**src/lmlp_pkg.sv**
```systemverilog
`timescale 1ns / 1ps
// Shared types, constants and helpers for the linear MLP forward-pass engine.
package lmlp_pkg;

    localparam int LAYERS_DEF       = 7;
    localparam int NODES_DEF        = 8;
    localparam int INPUTS_DEF       = 2;
    localparam int WEIGHT_DEPTH_DEF = 512;

    localparam int DATA_W = 32;
    localparam int IDX_W  = 9;
    localparam int PROD_W = 64;
    // accumulator covers 64 rounded products of up to 2^46 each
    localparam int ACC_W  = 56;
    localparam int WIDE_W = 66;

    localparam logic OP_WRITE = 1'b0;
    localparam logic OP_EVAL  = 1'b1;

    localparam logic signed [WIDE_W-1:0] SAT_MAX = 66'sd2147483647;
    localparam logic signed [WIDE_W-1:0] SAT_MIN = -66'sd2147483648;
    // 2^32 (the +1 term in Q32.32) plus 2^16 rounding before the halving shift
    localparam logic signed [WIDE_W-1:0] FX_PLUS_K = 66'sh1_0001_0000;
    localparam logic signed [WIDE_W-1:0] FX_RND    = 66'sh1_0000;

    typedef struct packed {
        logic                     op;
        logic [IDX_W-1:0]         weight_index;
        logic signed [DATA_W-1:0] weight_value;
        logic signed [DATA_W-1:0] in_first;
        logic signed [DATA_W-1:0] in_second;
    } in_word_t;

    typedef struct packed {
        logic signed [DATA_W-1:0] net_out;
        logic signed [DATA_W-1:0] fx_plus;
        logic signed [DATA_W-1:0] fx_minus;
    } out_word_t;

    typedef enum logic [2:0] {
        ST_IDLE,
        ST_LOAD,
        ST_ISSUE,
        ST_DRAIN,
        ST_FX
    } state_t;

    typedef struct packed {
        logic step;
        logic last;
        logic fin;
        logic zero_w;
        logic fx;
    } mac_cmd_t;

    typedef struct packed {
        logic busy;
        logic wb_valid;
        logic done;
    } mac_stat_t;

    function automatic int bank_size(input int nodes, input int inputs);
        return (nodes > inputs) ? nodes : inputs;
    endfunction

    function automatic int weight_total(input int layers, input int nodes, input int inputs);
        return inputs * nodes + (layers - 2) * nodes * nodes + nodes;
    endfunction

    function automatic logic signed [DATA_W-1:0] sat32(input logic signed [WIDE_W-1:0] x);
        logic signed [DATA_W-1:0] r;
        if (x > SAT_MAX)
            r = SAT_MAX[DATA_W-1:0];
        else if (x < SAT_MIN)
            r = SAT_MIN[DATA_W-1:0];
        else
            r = x[DATA_W-1:0];
        return r;
    endfunction

endpackage

```
**src/lmlp_mac.sv**
```systemverilog
`timescale 1ns / 1ps
// Shared multiply-accumulate pipeline with neuron write-back and fx post-processing.
module lmlp_mac import lmlp_pkg::*; (
    input  logic                     clk,
    input  logic                     rst_n,
    input  mac_cmd_t                 mac_cmd,
    input  logic signed [DATA_W-1:0] w_rdata,
    input  logic signed [DATA_W-1:0] a_rdata,
    output mac_stat_t                mac_stat,
    output logic signed [DATA_W-1:0] wb_data,
    output out_word_t                res_word
);

    logic s1_v_reg, s1_last_reg, s1_fin_reg, s1_zw_reg, fx1_v_reg;
    logic s2_v_reg, s2_last_reg, s2_fin_reg, fx2_v_reg;
    logic wb_v_reg, wb_fin_reg, fx3_v_reg, res_v_reg;

    logic signed [PROD_W-1:0] prod_reg;
    logic signed [ACC_W-1:0]  acc_reg;
    logic signed [ACC_W-1:0]  acc_next;
    logic signed [ACC_W-1:0]  sum_reg;
    logic signed [DATA_W-1:0] y_reg;
    logic signed [WIDE_W-1:0] plus_reg;
    logic signed [WIDE_W-1:0] minus_reg;
    out_word_t                res_reg;

    logic signed [DATA_W-1:0] mul_a;
    logic signed [DATA_W-1:0] mul_b;
    logic signed [47:0]       rp;
    logic signed [WIDE_W-1:0] sq_x;
    logic signed [WIDE_W-1:0] ys_x;

    always_comb
    begin
        mul_a = fx1_v_reg ? y_reg : (s1_zw_reg ? '0 : w_rdata);
        mul_b = fx1_v_reg ? y_reg : a_rdata;
    end

    // floor((p + 2^15) / 2^16) == (p >>> 16) + p[15]
    assign rp       = prod_reg[PROD_W-1:16];
    assign acc_next = acc_reg + {{(ACC_W-48){rp[47]}}, rp}
                      + {{(ACC_W-1){1'b0}}, prod_reg[15]};

    assign sq_x = {{(WIDE_W-PROD_W){prod_reg[PROD_W-1]}}, prod_reg};
    assign ys_x = {{(WIDE_W-DATA_W-16){y_reg[DATA_W-1]}}, y_reg, 16'b0};

    assign wb_data = sat32({{(WIDE_W-ACC_W){sum_reg[ACC_W-1]}}, sum_reg});

    always_ff @(posedge clk or negedge rst_n)
    begin
        if (!rst_n)
        begin
            s1_v_reg    <= 1'b0;
            s1_last_reg <= 1'b0;
            s1_fin_reg  <= 1'b0;
            s1_zw_reg   <= 1'b0;
            fx1_v_reg   <= 1'b0;
            s2_v_reg    <= 1'b0;
            s2_last_reg <= 1'b0;
            s2_fin_reg  <= 1'b0;
            fx2_v_reg   <= 1'b0;
            wb_v_reg    <= 1'b0;
            wb_fin_reg  <= 1'b0;
            fx3_v_reg   <= 1'b0;
            res_v_reg   <= 1'b0;
            acc_reg     <= '0;
        end
        else
        begin
            s1_v_reg    <= mac_cmd.step;
            s1_last_reg <= mac_cmd.last;
            s1_fin_reg  <= mac_cmd.fin;
            s1_zw_reg   <= mac_cmd.zero_w;
            fx1_v_reg   <= mac_cmd.fx;
            s2_v_reg    <= s1_v_reg;
            s2_last_reg <= s1_last_reg;
            s2_fin_reg  <= s1_fin_reg;
            fx2_v_reg   <= fx1_v_reg;
            wb_v_reg    <= s2_v_reg && s2_last_reg;
            wb_fin_reg  <= s2_v_reg && s2_last_reg && s2_fin_reg;
            fx3_v_reg   <= fx2_v_reg;
            res_v_reg   <= fx3_v_reg;
            if (s2_v_reg)
            begin
                acc_reg <= s2_last_reg ? '0 : acc_next;
            end
        end
    end

    always_ff @(posedge clk)
    begin
        prod_reg <= PROD_W'(mul_a) * PROD_W'(mul_b);
        if (s2_v_reg && s2_last_reg)
        begin
            sum_reg <= acc_next;
        end
        if (wb_fin_reg)
        begin
            y_reg <= wb_data;
        end
        if (fx2_v_reg)
        begin
            plus_reg  <= sq_x + ys_x + FX_PLUS_K;
            minus_reg <= sq_x - ys_x + FX_RND;
        end
        if (fx3_v_reg)
        begin
            res_reg.net_out  <= y_reg;
            res_reg.fx_plus  <= sat32(plus_reg >>> 17);
            res_reg.fx_minus <= sat32(minus_reg >>> 17);
        end
    end

    assign mac_stat.busy     = s1_v_reg || s2_v_reg || wb_v_reg;
    assign mac_stat.wb_valid = wb_v_reg;
    assign mac_stat.done     = res_v_reg;
    assign res_word          = res_reg;

endmodule

```
**config.mk**
```make
export PLATFORM = sky130hd
export DESIGN_NAME = lmlp_mac
export DESIGN_NICKNAME = d
export VERILOG_FILES = /design/src/lmlp_pkg.sv /design/src/lmlp_mac.sv
export SDC_FILE = /design/constraint.sdc
export NUM_CORES = 2
export LEC_CHECK = 0
export ABC_AREA = 1
export CAP_MARGIN = 20
export CORE_MARGIN = 10
export CORE_UTILIZATION = 50
export CTS_BUF_LIST = sky130_fd_sc_hd__clkbuf_8
export DETAILED_ROUTE_END_ITERATION = 16
export DONT_BUFFER_PORTS = 1
export GPL_TIMING_DRIVEN = 0
export HOLD_SLACK_MARGIN = 0.08
export PLACE_DENSITY = 0.7
export SLEW_MARGIN = 0
export SYNTH_ARGS = -nofsm -noshare
export SYNTH_HDL_FRONTEND = slang
export SYNTH_SLANG_ARGS = --single-unit
```
**constraint.sdc**
```tcl
create_clock -name clk -period 10.47 [get_ports clk]
set_clock_uncertainty 0.2 [all_clocks]
set_input_delay 0 -clock clk [delete_from_list [all_inputs] [get_ports clk]]
set_output_delay 0 -clock clk [all_outputs]
set_load 0.01 [all_outputs]
```
==> tab_implementation.tex <==
\begin{tabular}{lr}
\hline
Metric & Value \\
\hline
\multicolumn{2}{l}{\textbf{Critical path}} \\
\quad CP most frequent cell & fa\_1 \\
\quad Critical Setup Path Class & reg -> reg \\
\quad CP max stage cell & inv\_1 \\
\quad Slowest stage delay, CP & 0.91 ns \\
\quad Req. time, crit path & 10.86 ns \\
\quad Crit Path Max Fanout & 10 \\
\quad Setup crit start kind & flop \\
\quad First element of the critical path & fx1\_v\_reg\$\_DFF\_PN0\_ \\
\quad CP Capture Point & prod\_reg[60]\$\_DFF\_P\_ \\
\quad Reg-to-Reg End & prod\_reg[60]\$\_DFF\_P\_ \\
\quad Launching point of the worst reg2reg path & fx1\_v\_reg\$\_DFF\_PN0\_ \\
\quad Number of cell instances on the worst register-to-register path & 29 \\
\quad Register-to-Register Setup Slack & 0.23 ns \\
\quad Arrival @ worst endpoint & 10.63 ns \\
\quad Critical path endpoint category & flop \\
\multicolumn{2}{l}{\textbf{Clock tree}} \\
\quad Number of H-tree levels & 3 \\
\quad Number of buffers inserted during clock tree synthesis & 66 \\
\quad Longest Clk Path Bufs & 3 \\
\quad Buffer type at the clock tree root & clkbuf\_8 \\
\quad Clock edge transition at the registers on the reported setup and hold paths & 0.06 ns \\
\quad TritonCTS clock tree & built \\
\quad Number of clock sinks & 414 \\
\quad Skew-Pair Late Insertion Delay & 0.74 ns \\
\multicolumn{2}{l}{\textbf{Timing}} \\
\quad Max Clk Rate & 97.7 MHz \\
\quad Worst rel slew slack & 0.102 \\
\quad Final hold violation count & 0 \\
\quad \# setup viols final & 0 \\
\quad Shortest clock period the worst path allows after layout & 10.24 ns \\
\quad Worst Max-Slew Pin Slew & 1.35 ns \\
\quad Worst path setup slack after routing & 0.232 ns \\
\quad Number of pins with negative max-slew slack in the final report & 0 \\
\quad Post-route clock period utilization & 0.978 \\
\multicolumn{2}{l}{\textbf{Cells and area}} \\
\quad Fillers & 12800 \\
\quad Number of nets in the finished design & 10200 \\
\quad Layout overhead on the synthesized area & 6.68\% \\
\quad Flip-flop count of the largest register, all copies and words added & 96 \\
\quad Fraction of final layout cells sized beyond drive strength 1 & 0.0462 \\
\multicolumn{2}{l}{\textbf{Run status}} \\
\quad Run status & finished, final reports clean \\
\multicolumn{2}{l}{\textbf{Yosys}} \\
\quad Average cell area after synthesis & 7.82 um2 \\
\quad Fraction of the yosys area taken by sequential cells & 0.173 \\
\quad Fraction of post-synthesis cell area in the top cell type by area & 0.327 \\
\quad Cell type with the largest total area after synthesis & fa\_1 \\
\quad Syn nets & 10100 \\
\quad EDFF count, synth & 282 \\
\quad Yosys synthesis warning count & 0 \\
\quad Flop and latch count out of synthesis & 414 \\
\quad Post-synthesis async set-or-reset flop share & 0.167 \\
\quad Post-synth design cell area & 66400 um2 \\
\quad Unique cell type count in the Yosys netlist & 50 \\
\quad Gate count of the mapped netlist & 8490 \\
\quad Synth top area cells & fa\_1 33\%, edfxtp\_1 13\%, nand2\_1 11\% \\
\quad Top\_reg\_cell synth & edfxtp\_1 \\
\multicolumn{2}{l}{\textbf{Detailed routing}} \\
\quad Drt drc & 0 \\
\quad Routed wirelength normalized by instance count & 27.8 um \\
\quad Number of design-rule violations left by the first detailed-router iteration & 7190 \\
\quad Number of search-and-repair iterations in the first detailed-routing pass & 7 \\
\quad Post-DR vias/cell & 5.70 \\
\quad Routed Wire Length & 290000 um \\
\quad Via count & 59400 \\
\quad Final ANT Viol Nets & 0 \\
\multicolumn{2}{l}{\textbf{Placed design}} \\
\quad Dpl ws & -0.415 ns \\
\quad Number of I/O port buffers & 0 \\
\quad Detailed placement HPWL & 248000 um \\
\quad Placer's final routability congestion estimate & 1.04 \\
\multicolumn{2}{l}{\textbf{Worst hold path}} \\
\quad Class of the tightest hold or removal check & reg -> reg \\
\multicolumn{2}{l}{\textbf{Die}} \\
\quad Starting density of the core & 0.504 \\
\quad Die span in x & 384 um \\
\quad Die height & 384 um \\
\quad Number of placed I/O pins & 202 \\
\quad Full die area & 148000 um2 \\
\quad Cell Rows & 133 \\
\quad Placeable core region & 132000 um2 \\
\multicolumn{2}{l}{\textbf{Global routing}} \\
\quad Total GRT Usage & 0.390 \\
\quad Number of antenna violations at the first check in global routing & 27 \\
\quad Largest net degree at the start of global routing & 70 \\
\quad Via count of the first global-routing pass & 58600 \\
\quad Total congestion overflow & 0 \\
\quad Wire length of the first global-routing pass & 412000 um \\
\multicolumn{2}{l}{\textbf{Job}} \\
\quad Reported max-cap violation count & 0 \\
\hline
\end{tabular}
-- area by class of cell --
type / count / area (um2) / share of cell area
well taps: 1755 / 2200 / 0.0310
plain buffers: 195 / 937 / 0.0132
multi-input cells: 5891 / 46500 / 0.657
diodes: 14 / 35.0 / 0.000495
clock buffers: 69 / 950 / 0.0134
repair buffers: 55 / 781 / 0.0110
clock inverters: 48 / 408 / 0.00576
flip-flops and latches: 414 / 11500 / 0.162
inverters: 1990 / 7480 / 0.106
-- per-stage QoR --
stage / util / hold WS, ns / setup TNS, ns / cells / instance area (um2)
3_3_place_gp: 0.521 / -0.491 / -6.47 / 10200 / 68600
5_1_grt: 0.538 / 0.178 / -0.00117 / 10400 / 70800
4_1_cts: 0.537 / 0.131 / 0 / 10400 / 70700
3_5_place_dp: 0.525 / -0.491 / -2.41 / 10300 / 69100
2_1_floorplan: - / -0.496 / 0 / 8490 / 66400
6_report: 0.538 / 0.160 / 0 / 10400 / 70800
-- critical path, delay by kind of cell, from the launching register on --
family	cells	cell delay, ns
buffers and inverters	9	2.32
AO/OA/AOI/OAI	3	0.83
adder cells (fa/ha/maj)	9	4.77
AND/OR/NAND/NOR	8	1.53
flip-flops	1	0.39
-- worst min path at each step --
stage / start / endpoint / slack, ns / cells after the start
floorplan: rst_n / acc_reg[0]$_DFFE_PN0P_ / -0.50 / 0
global placement: rst_n / res_v_reg$_DFF_PN0_ / -0.49 / 0
detailed placement: rst_n / res_v_reg$_DFF_PN0_ / -0.49 / 0
CTS: mac_cmd[3] / s1_last_reg$_DFF_PN0_ / 0.13 / 2
global route: s1_fin_reg$_DFF_PN0_ / s2_fin_reg$_DFF_PN0_ / 0.18 / 0
finish: s1_last_reg$_DFF_PN0_ / s2_last_reg$_DFF_PN0_ / 0.16 / 0
-- synth_stat cells (4+ instances only) --
library cell	instances
a21boi_0	13
a21o_1	13
a21oi_1	341
a22o_1	12
a31oi_1	4
and2_1	35
buf_2	129
buf_4	5
clkbuf_1	58
clkinv_1	16
dfrtp_1	69
dfxtp_1	63
edfxtp_1	282
fa_1	1085
ha_1	446
inv_1	1960
inv_2	13
nand2_1	2000
nand2_2	31
nand3_1	262
nand3_2	7
nand3b_1	10
nand4_1	89
nor2_1	1051
nor2_2	18
nor2_4	4
nor3_1	35
nor3_2	10
nor4_1	17
o211ai_1	4
o21a_1	4
o21ai_0	198
o21ai_1	15
o21ai_2	16
o21bai_1	30
or2_2	6
xnor2_1	23
xor2_1	95
-- per-layer routing --
metal | GRT usage | share of wire
met2 | 0.528 | 0.39
met3 | 0.169 | 0.15
met1 | 0.538 | 0.41
met4 | 0.158 | 0.048
met5 | 0.0153 | 0.0016
-- kinds of logic after synthesis --
| group | after synthesis | synth area share |
|---|---|---|
| flops | 414 | 0.173 |
| fa+ha+maj | 1531 | 0.411 |
| compound gates | 657 | 0.0543 |
| simple gates | 3582 | 0.219 |
| xor+xnor | 121 | 0.0163 |
| buf+inv | 2185 | 0.127 |
-- repair_timing --
item / CTS / global route
gates resized for setup: 2 / 6
cloned: 0 / 0
hold buffers: 19 / 0
setup buffers: 0 / 5
hold endpoints to repair: 79 / 0
setup endpoints to repair: 11 / 11
-- placed cells by master (no fill, tap or decap), types with 13 or more instances in the layout --
cell type / instances
nand2_1: 2000
inv_1: 1973
fa_1: 1083
nor2_1: 1050
ha_1: 446
a21oi_1: 341
edfxtp_1: 282
nand3_1: 262
o21ai_0: 193
buf_2: 128
xor2_1: 95
nand4_1: 89
clkbuf_8: 69
dfrtp_1: 66
dfxtp_1: 63
clkbuf_1: 58
nor3_1: 35
and2_1: 35
nand2_2: 31
o21bai_1: 30
clkinv_1: 25
o21ai_2: 24
xnor2_1: 23
nor2_2: 18
nor4_1: 17
dlygate4sd3_1: 17
buf_4: 16
diode_2: 14
inv_2: 14
a21o_1: 13
a21boi_0: 13
Power is left out: the tool's default activity adds up to more than one toggle a clock period on the data nets, which glitch-free logic cannot reach.
