===== config.mk =====
export PLATFORM = sky130hd
export DESIGN_NAME = lmlp_ctrl
export DESIGN_NICKNAME = d
export VERILOG_FILES = /design/src/lmlp_pkg.sv /design/src/lmlp_ctrl.sv
export SDC_FILE = /design/constraint.sdc
export NUM_CORES = 1
export LEC_CHECK = 0
export ABC_AREA = 1
export CELL_PAD_IN_SITES_DETAIL_PLACEMENT = 1
export CELL_PAD_IN_SITES_GLOBAL_PLACEMENT = 2
export CORE_ASPECT_RATIO = 0.75
export CORE_MARGIN = 2
export CORE_UTILIZATION = 37
export CTS_BUF_LIST = sky130_fd_sc_hd__clkbuf_4 sky130_fd_sc_hd__clkbuf_8
export DETAILED_ROUTE_END_ITERATION = 6
export DONT_BUFFER_PORTS = 1
export PLACE_DENSITY_LB_ADDON = 0.1
export SLEW_MARGIN = 10
export SYNTH_ARGS = -nofsm -noshare
export SYNTH_HDL_FRONTEND = slang
export SYNTH_SLANG_ARGS = --single-unit

===== constraint.sdc =====
create_clock -name clk -period 5.58 [get_ports clk]
set_input_delay 1.116 -clock clk [delete_from_list [all_inputs] [get_ports clk]]
set_output_delay 1.116 -clock clk [all_outputs]
set_load 0.02 [all_outputs]

===== src/lmlp_pkg.sv =====
`timescale 1ns / 1ps
// Shared types, constants and helpers for the linear MLP forward-pass engine.
package lmlp_pkg;

    localparam int LAYERS_DEF       = 7;
    localparam int NODES_DEF        = 8;
    localparam int INPUTS_DEF       = 2;
    localparam int WEIGHT_DEPTH_DEF = 512;

    localparam int DATA_W = 32;
    localparam int IDX_W  = 9;
    localparam int PROD_W = 64;
    // accumulator covers 64 rounded products of up to 2^46 each
    localparam int ACC_W  = 56;
    localparam int WIDE_W = 66;

    localparam logic OP_WRITE = 1'b0;
    localparam logic OP_EVAL  = 1'b1;

    localparam logic signed [WIDE_W-1:0] SAT_MAX = 66'sd2147483647;
    localparam logic signed [WIDE_W-1:0] SAT_MIN = -66'sd2147483648;
    // 2^32 (the +1 term in Q32.32) plus 2^16 rounding before the halving shift
    localparam logic signed [WIDE_W-1:0] FX_PLUS_K = 66'sh1_0001_0000;
    localparam logic signed [WIDE_W-1:0] FX_RND    = 66'sh1_0000;

    typedef struct packed {
        logic                     op;
        logic [IDX_W-1:0]         weight_index;
        logic signed [DATA_W-1:0] weight_value;
        logic signed [DATA_W-1:0] in_first;
        logic signed [DATA_W-1:0] in_second;
    } in_word_t;

    typedef struct packed {
        logic signed [DATA_W-1:0] net_out;
        logic signed [DATA_W-1:0] fx_plus;
        logic signed [DATA_W-1:0] fx_minus;
    } out_word_t;

    typedef enum logic [2:0] {
        ST_IDLE,
        ST_LOAD,
        ST_ISSUE,
        ST_DRAIN,
        ST_FX
    } state_t;

    typedef struct packed {
        logic step;
        logic last;
        logic fin;
        logic zero_w;
        logic fx;
    } mac_cmd_t;

    typedef struct packed {
        logic busy;
        logic wb_valid;
        logic done;
    } mac_stat_t;

    function automatic int bank_size(input int nodes, input int inputs);
        return (nodes > inputs) ? nodes : inputs;
    endfunction

    function automatic int weight_total(input int layers, input int nodes, input int inputs);
        return inputs * nodes + (layers - 2) * nodes * nodes + nodes;
    endfunction

    function automatic logic signed [DATA_W-1:0] sat32(input logic signed [WIDE_W-1:0] x);
        logic signed [DATA_W-1:0] r;
        if (x > SAT_MAX)
            r = SAT_MAX[DATA_W-1:0];
        else if (x < SAT_MIN)
            r = SAT_MIN[DATA_W-1:0];
        else
            r = x[DATA_W-1:0];
        return r;
    endfunction

endpackage


===== src/lmlp_ctrl.sv =====
`timescale 1ns / 1ps
// Sequencer: input load, layer/neuron/weight counters and activation write-back.
module lmlp_ctrl import lmlp_pkg::*; #(
    parameter int LAYERS       = LAYERS_DEF,
    parameter int NODES        = NODES_DEF,
    parameter int INPUTS       = INPUTS_DEF,
    parameter int WEIGHT_DEPTH = WEIGHT_DEPTH_DEF
) (
    input  logic                      clk,
    input  logic                      rst_n,
    input  logic                      start,
    input  in_word_t                  cmd_word,
    output logic                      busy,
    output mac_cmd_t                  mac_cmd,
    input  mac_stat_t                 mac_stat,
    input  logic signed [DATA_W-1:0]  wb_data,
    output logic [$clog2(WEIGHT_DEPTH)-1:0] w_raddr,
    output logic [$clog2(2*bank_size(NODES, INPUTS))-1:0] a_raddr,
    output logic                      a_we,
    output logic [$clog2(2*bank_size(NODES, INPUTS))-1:0] a_waddr,
    output logic signed [DATA_W-1:0]  a_wdata
);

    localparam int BANK   = bank_size(NODES, INPUTS);
    localparam int ACT_AW = $clog2(2 * BANK);
    localparam int AW     = $clog2(WEIGHT_DEPTH);
    localparam int TOTAL  = weight_total(LAYERS, NODES, INPUTS);
    localparam int CNT_W  = $clog2(((TOTAL > WEIGHT_DEPTH) ? TOTAL : WEIGHT_DEPTH) + 1);
    localparam int KW     = (BANK > 1) ? $clog2(BANK) : 1;
    localparam int NW     = (NODES > 1) ? $clog2(NODES) : 1;
    localparam int LW     = $clog2(LAYERS);

    localparam logic [KW-1:0]     K_LAST_IN  = KW'(INPUTS - 1);
    localparam logic [KW-1:0]     K_LAST_HID = KW'(NODES - 1);
    localparam logic [NW-1:0]     N_LAST     = NW'(NODES - 1);
    localparam logic [LW-1:0]     L_LAST     = LW'(LAYERS - 1);
    localparam logic [ACT_AW-1:0] BANK_BASE  = ACT_AW'(BANK);
    localparam logic [CNT_W-1:0]  W_END      = CNT_W'(WEIGHT_DEPTH);
    localparam logic [CNT_W-1:0]  W_TOTAL    = CNT_W'(TOTAL);

    state_t state_reg, state_next;

    logic [LW-1:0]    layer_reg, layer_next;
    logic [NW-1:0]    neuron_reg, neuron_next;
    logic [KW-1:0]    k_reg, k_next;
    logic [CNT_W-1:0] widx_reg, widx_next;
    logic             bank_reg, bank_next;
    logic [NW-1:0]    wr_n_reg, wr_n_next;
    logic signed [DATA_W-1:0] first_reg, first_next;
    logic signed [DATA_W-1:0] second_reg, second_next;

    logic k_last, n_last, last_layer, load_last, eval_start;

    always_comb
    begin
        last_layer = (layer_reg == L_LAST);
        k_last     = (k_reg == ((layer_reg == '0) ? K_LAST_IN : K_LAST_HID));
        n_last     = last_layer || (neuron_reg == N_LAST);
        load_last  = (k_reg == K_LAST_IN);
        eval_start = start && (cmd_word.op == OP_EVAL);
    end

    // next state
    always_comb
    begin
        state_next = state_reg;
        case (state_reg)
            ST_IDLE:
            begin
                if (eval_start)
                    state_next = ST_LOAD;
            end
            ST_LOAD:
            begin
                if (load_last)
                    state_next = ST_ISSUE;
            end
            ST_ISSUE:
            begin
                if (k_last && n_last)
                    state_next = ST_DRAIN;
            end
            ST_DRAIN:
            begin
                // next layer reads what this one wrote: wait for write-back
                if (!mac_stat.busy)
                    state_next = last_layer ? ST_FX : ST_ISSUE;
            end
            ST_FX:
            begin
                if (mac_stat.done)
                    state_next = ST_IDLE;
            end
            default:
            begin
                state_next = ST_IDLE;
            end
        endcase
    end

    // counters and captured inputs
    always_comb
    begin
        layer_next  = layer_reg;
        neuron_next = neuron_reg;
        k_next      = k_reg;
        widx_next   = widx_reg;
        bank_next   = bank_reg;
        wr_n_next   = wr_n_reg;
        first_next  = first_reg;
        second_next = second_reg;
        if (mac_stat.wb_valid)
            wr_n_next = wr_n_reg + NW'(1);
        case (state_reg)
            ST_IDLE:
            begin
                if (eval_start)
                begin
                    first_next  = cmd_word.in_first;
                    second_next = cmd_word.in_second;
                    k_next      = '0;
                    bank_next   = 1'b0;
                end
            end
            ST_LOAD:
            begin
                k_next = k_reg + KW'(1);
                if (load_last)
                begin
                    k_next      = '0;
                    layer_next  = '0;
                    neuron_next = '0;
                    widx_next   = '0;
                    wr_n_next   = '0;
                end
            end
            ST_ISSUE:
            begin
                widx_next = widx_reg + CNT_W'(1);
                if (k_last)
                begin
                    k_next      = '0;
                    neuron_next = n_last ? '0 : neuron_reg + NW'(1);
                end
                else
                begin
                    k_next = k_reg + KW'(1);
                end
            end
            ST_DRAIN:
            begin
                if (!mac_stat.busy && !last_layer)
                begin
                    layer_next = layer_reg + LW'(1);
                    bank_next  = !bank_reg;
                    wr_n_next  = '0;
                end
            end
            default:
            begin
            end
        endcase
    end

    // outputs
    always_comb
    begin
        busy           = (state_reg != ST_IDLE);
        mac_cmd.step   = (state_reg == ST_ISSUE);
        mac_cmd.last   = k_last;
        mac_cmd.fin    = k_last && last_layer;
        mac_cmd.zero_w = (widx_reg >= W_END);
        mac_cmd.fx     = (state_reg == ST_DRAIN) && !mac_stat.busy && last_layer;
        w_raddr        = widx_reg[AW-1:0];
        a_raddr        = (bank_reg ? BANK_BASE : '0) + ACT_AW'(k_reg);
        if (state_reg == ST_LOAD)
        begin
            a_we    = 1'b1;
            a_waddr = ACT_AW'(k_reg);
            if (k_reg == '0)
                a_wdata = first_reg;
            else if (k_reg == KW'(1))
                a_wdata = second_reg;
            else
                a_wdata = '0;
        end
        else
        begin
            a_we    = mac_stat.wb_valid;
            a_waddr = (bank_reg ? '0 : BANK_BASE) + ACT_AW'(wr_n_reg);
            a_wdata = wb_data;
        end
    end

    always_ff @(posedge clk or negedge rst_n)
    begin
        if (!rst_n)
        begin
            state_reg  <= ST_IDLE;
            layer_reg  <= '0;
            neuron_reg <= '0;
            k_reg      <= '0;
            widx_reg   <= '0;
            bank_reg   <= 1'b0;
            wr_n_reg   <= '0;
        end
        else
        begin
            state_reg  <= state_next;
            layer_reg  <= layer_next;
            neuron_reg <= neuron_next;
            k_reg      <= k_next;
            widx_reg   <= widx_next;
            bank_reg   <= bank_next;
            wr_n_reg   <= wr_n_next;
        end
    end

    always_ff @(posedge clk)
    begin
        first_reg  <= first_next;
        second_reg <= second_next;
    end

`ifndef SYNTH
    a_wb_in_layer: assert property (@(posedge clk) disable iff (!rst_n)
        mac_stat.wb_valid |-> (state_reg == ST_ISSUE || state_reg == ST_DRAIN))
        else $error("neuron write-back outside layer processing");

    a_done_in_fx: assert property (@(posedge clk) disable iff (!rst_n)
        mac_stat.done |-> (state_reg == ST_FX))
        else $error("result strobe outside fx phase");

    a_widx_range: assert property (@(posedge clk) disable iff (!rst_n)
        (state_reg == ST_ISSUE) |-> (widx_reg < W_TOTAL))
        else $error("weight index ran past the network");

    a_wr_n_range: assert property (@(posedge clk) disable iff (!rst_n)
        mac_stat.wb_valid |-> (wr_n_reg <= N_LAST))
        else $error("more neuron writes than neurons in a layer");
`endif

endmodule


==> key figures <==
Synth
  – Top-count cell post-synth: nand3_1
  – Warnings from Yosys: 0
  – Net Count, Synth: 591
  – Post-synth cell types: 24
  – Synth top area share: 0.4366
  – Largest cells by area after synthesis: edfxtp_1 (44%), dfrtp_1 (15%), nand3_1 (14%)
  – Ys async rst share: 0.2889
  – Avg Cell Area, Syn: 10.10 um2
  – Area of the mapped netlist: 0.004402 mm2
  – Synth Register Bits: 90
  – Yosys top cell by area: edfxtp_1
  – Synth Instances: 436
  – Register area share after synthesis: 0.5844
  – Commonest cells in the netlist: nand3_1 (125), edfxtp_1 (64), nand2_1 (53)
  – Number of flops mapped to enable cells by yosys: 64
  – Most used DFF post-synth: edfxtp_1

Power
  – Internal: 1.357 mW
  – Comb power frac: 0.461
  – PwrDens: 562.1 mW/mm2
  – Peak supply drop: 242.6 uV
  – Register share of total power: 0.366
  – Sw Ratio: 0.4801
  – Switching power: 1.253 mW
  – Leakage power: 1.753 nW
  – Clk pwr share: 0.172

Floorplan
  – Die ar.: 0.01279 mm2
  – DIE WIDTH: 129.9 um
  – CORE AREA: 0.01161 mm2
  – I/O pin count: 200
  – Chip height: 98.46 um
  – Initial Util: 0.3790
  – Num rows: 34

Critical path
  – Worst Path Arrival: 2.90 ns
  – CP required: 4.46 ns
  – CP max FO: 36
  – CP startpoint kind: flip-flop
  – CP Class: reg -> out
  – Critical Path Sink Type: output pin

STA
  – Max-slew violation count: 0
  – Final hold vios: 0
  – Max Freq: 248.8 MHz
  – Worst slew margin: 0.5272
  – Min Tclk post-route: 4.020 ns
  – Fin crit share: 0.7204
  – TNS Setup: 0 ns
  – Fin worst setup slack: 1.560 ns
  – Layout Skew: 0.01226 ns
  – # setup viols final: 0
  – RSZ-0062 raised after global routing: false
  – Worst slew pin tran: 0.7018 ns

Cells and area
  – Area grow syn2layout: 5.514%
  – Fillcell total: 1300
  – Final core occ: 0.3999
  – Design area: 0.004644 mm2
  – Layout cell share with drive strength beyond 1: 0.07565
  – Seq. cell area: 0.002572 mm2
  – NumNets Final: 573
  – Area used by multi-input combinational logic: 0.001521 mm2
  – Antenna cell count: 0

Drt
  – Vias post-DR: 3141
  – Routed wire length: 11050 um
  – Drt drc: 0
  – Vias/cell: 5.369
  – Detailed-route wire length per cell: 18.90 um
  – Final antenna-violating net count: 0
  – Iteration-0 DRC Markers: 141
  – First-pass detailed-route iteration total: 4

GRT
  – Grt ovf: 0
  – Largest net degree at the start of global routing: 47
  – GR Util All Layers: 0.1758
  – Initial antenna violation count: 0
  – First-pass GRT wire length: 17260 um
  – Number of global-route vias before repair: 3169

Placement
  – Place WS: 1.872 ns
  – Routability cong.: 0.7294
  – Placed Area: 0.004447 mm2
  – Port bufs: 0
  – Hpwl dp: 7530 um

Clocking
  – Cts hold-fix bufs: 0
  – CTS tree: built
  – Post-CTS resize count: 0
  – Later-pin clock latency in the skew report: 0.36 ns
  – TritonCTS Buffers: 9
  – Clock Tree Root: clkbuf_8
  – # clock sinks: 90
  – Clock transition at path regs: 0.09 ns
  – Setup bufs post-CTS: 0
  – Clock buffer depth: 2
  – CTS H-tree depth: 3

Job
  – Max_cap viols: 0

Worst hold path
  – Min-Delay Path Class: in -> async

Run status
  – Status: complete, no violations
[power by group through the flow]
stage	Sequential, mW	Combinational [mW]	Clock (mW)
final	0.956	1.20	0.449
after global routing	0.973	1.35	0.495
after CTS	0.957	1.23	0.475
after detailed placement	0.972	1.23	0
after global placement	0.969	1.20	0
after floorplan	0.930	1.05	0
[worst max-delay path, stage by stage (launching register included)]
cell and delay [ns]:
dfrtp_1 0.52, inv_2 0.56, nand2_1 0.30, inv_2 0.58, nand3_1 0.16, nand3_1 0.15, o21a_1 0.26
[path summary, 6_finish.rpt]
kind / start / endpoint / slack, ns / cells past startpoint
worst max-delay path: k_reg[2] / a_wdata[0] / 1.56 / 6
worst min-delay path: rst_n / widx_reg[0] / 0.44 / 0
worst max register to register: k_reg[2] / neuron_reg[0] / 2.79 / 8
worst min register to register: neuron_reg[0] / neuron_reg[0] / 0.49 / 1
max in group asynchronous: rst_n / neuron_reg[0] / 5.06 / 0
min in group clk: neuron_reg[0] / neuron_reg[0] / 0.49 / 1
[placed cells by master, fill, tap and decap left out, types with 5 or more instances in the layout]
cell type	n
a21oi_1	5
clkbuf_8	9
inv_1	27
nor2_1	19
o21a_1	32
nand2_1	53
edfxtp_1	64
inv_2	5
o21ai_0	16
ha_1	11
dfrtp_1	26
nand3_1	125
[cells by family (layout without fill, tap and decap cells)]
logic type / after synthesis / after routing / synth area share
xor gates and xnor gates: 3 / 3 / 0.005970
adders and majority gates: 11 / 11 / 0.03127
and+or+nand+nor: 210 / 210 / 0.2231
buffers and inverters: 65 / 52 / 0.07163
AOI/OAI and AO/OA: 57 / 57 / 0.08357
DFF: 90 / 90 / 0.5844
[per-layer routing]
metal,vias up,GRT usage,routed length (um)
li1,1481,-,-
met1,1528,0.2279,4857
met2,121,0.2791,5073
met3,11,0.06243,980
met4,0,0.05045,143
met5,-,0,0
[final cells by class]
cell class / count / share of cell area
Sequential cell: 90 / 0.5539
Multi-Input combinational cell: 281 / 0.3276
Tap cell: 162 / 0.04364
Clock buffer: 9 / 0.02667
Inverter: 32 / 0.02586
Clock inverter: 7 / 0.01589
Timing Repair Buffer: 4 / 0.006466
[metrics by stage]
stage	instances	total power, mW	hold slack (ns)
6_report	585	2.610	0.4390
5_1_grt	585	2.819	0.4019
4_1_cts	585	2.665	0.4047
3_5_place_dp	569	2.205	0.4728
3_3_place_gp	569	2.174	0.4624
2_1_floorplan	436	1.982	0.4459
(Power assumes the default switching activity.)
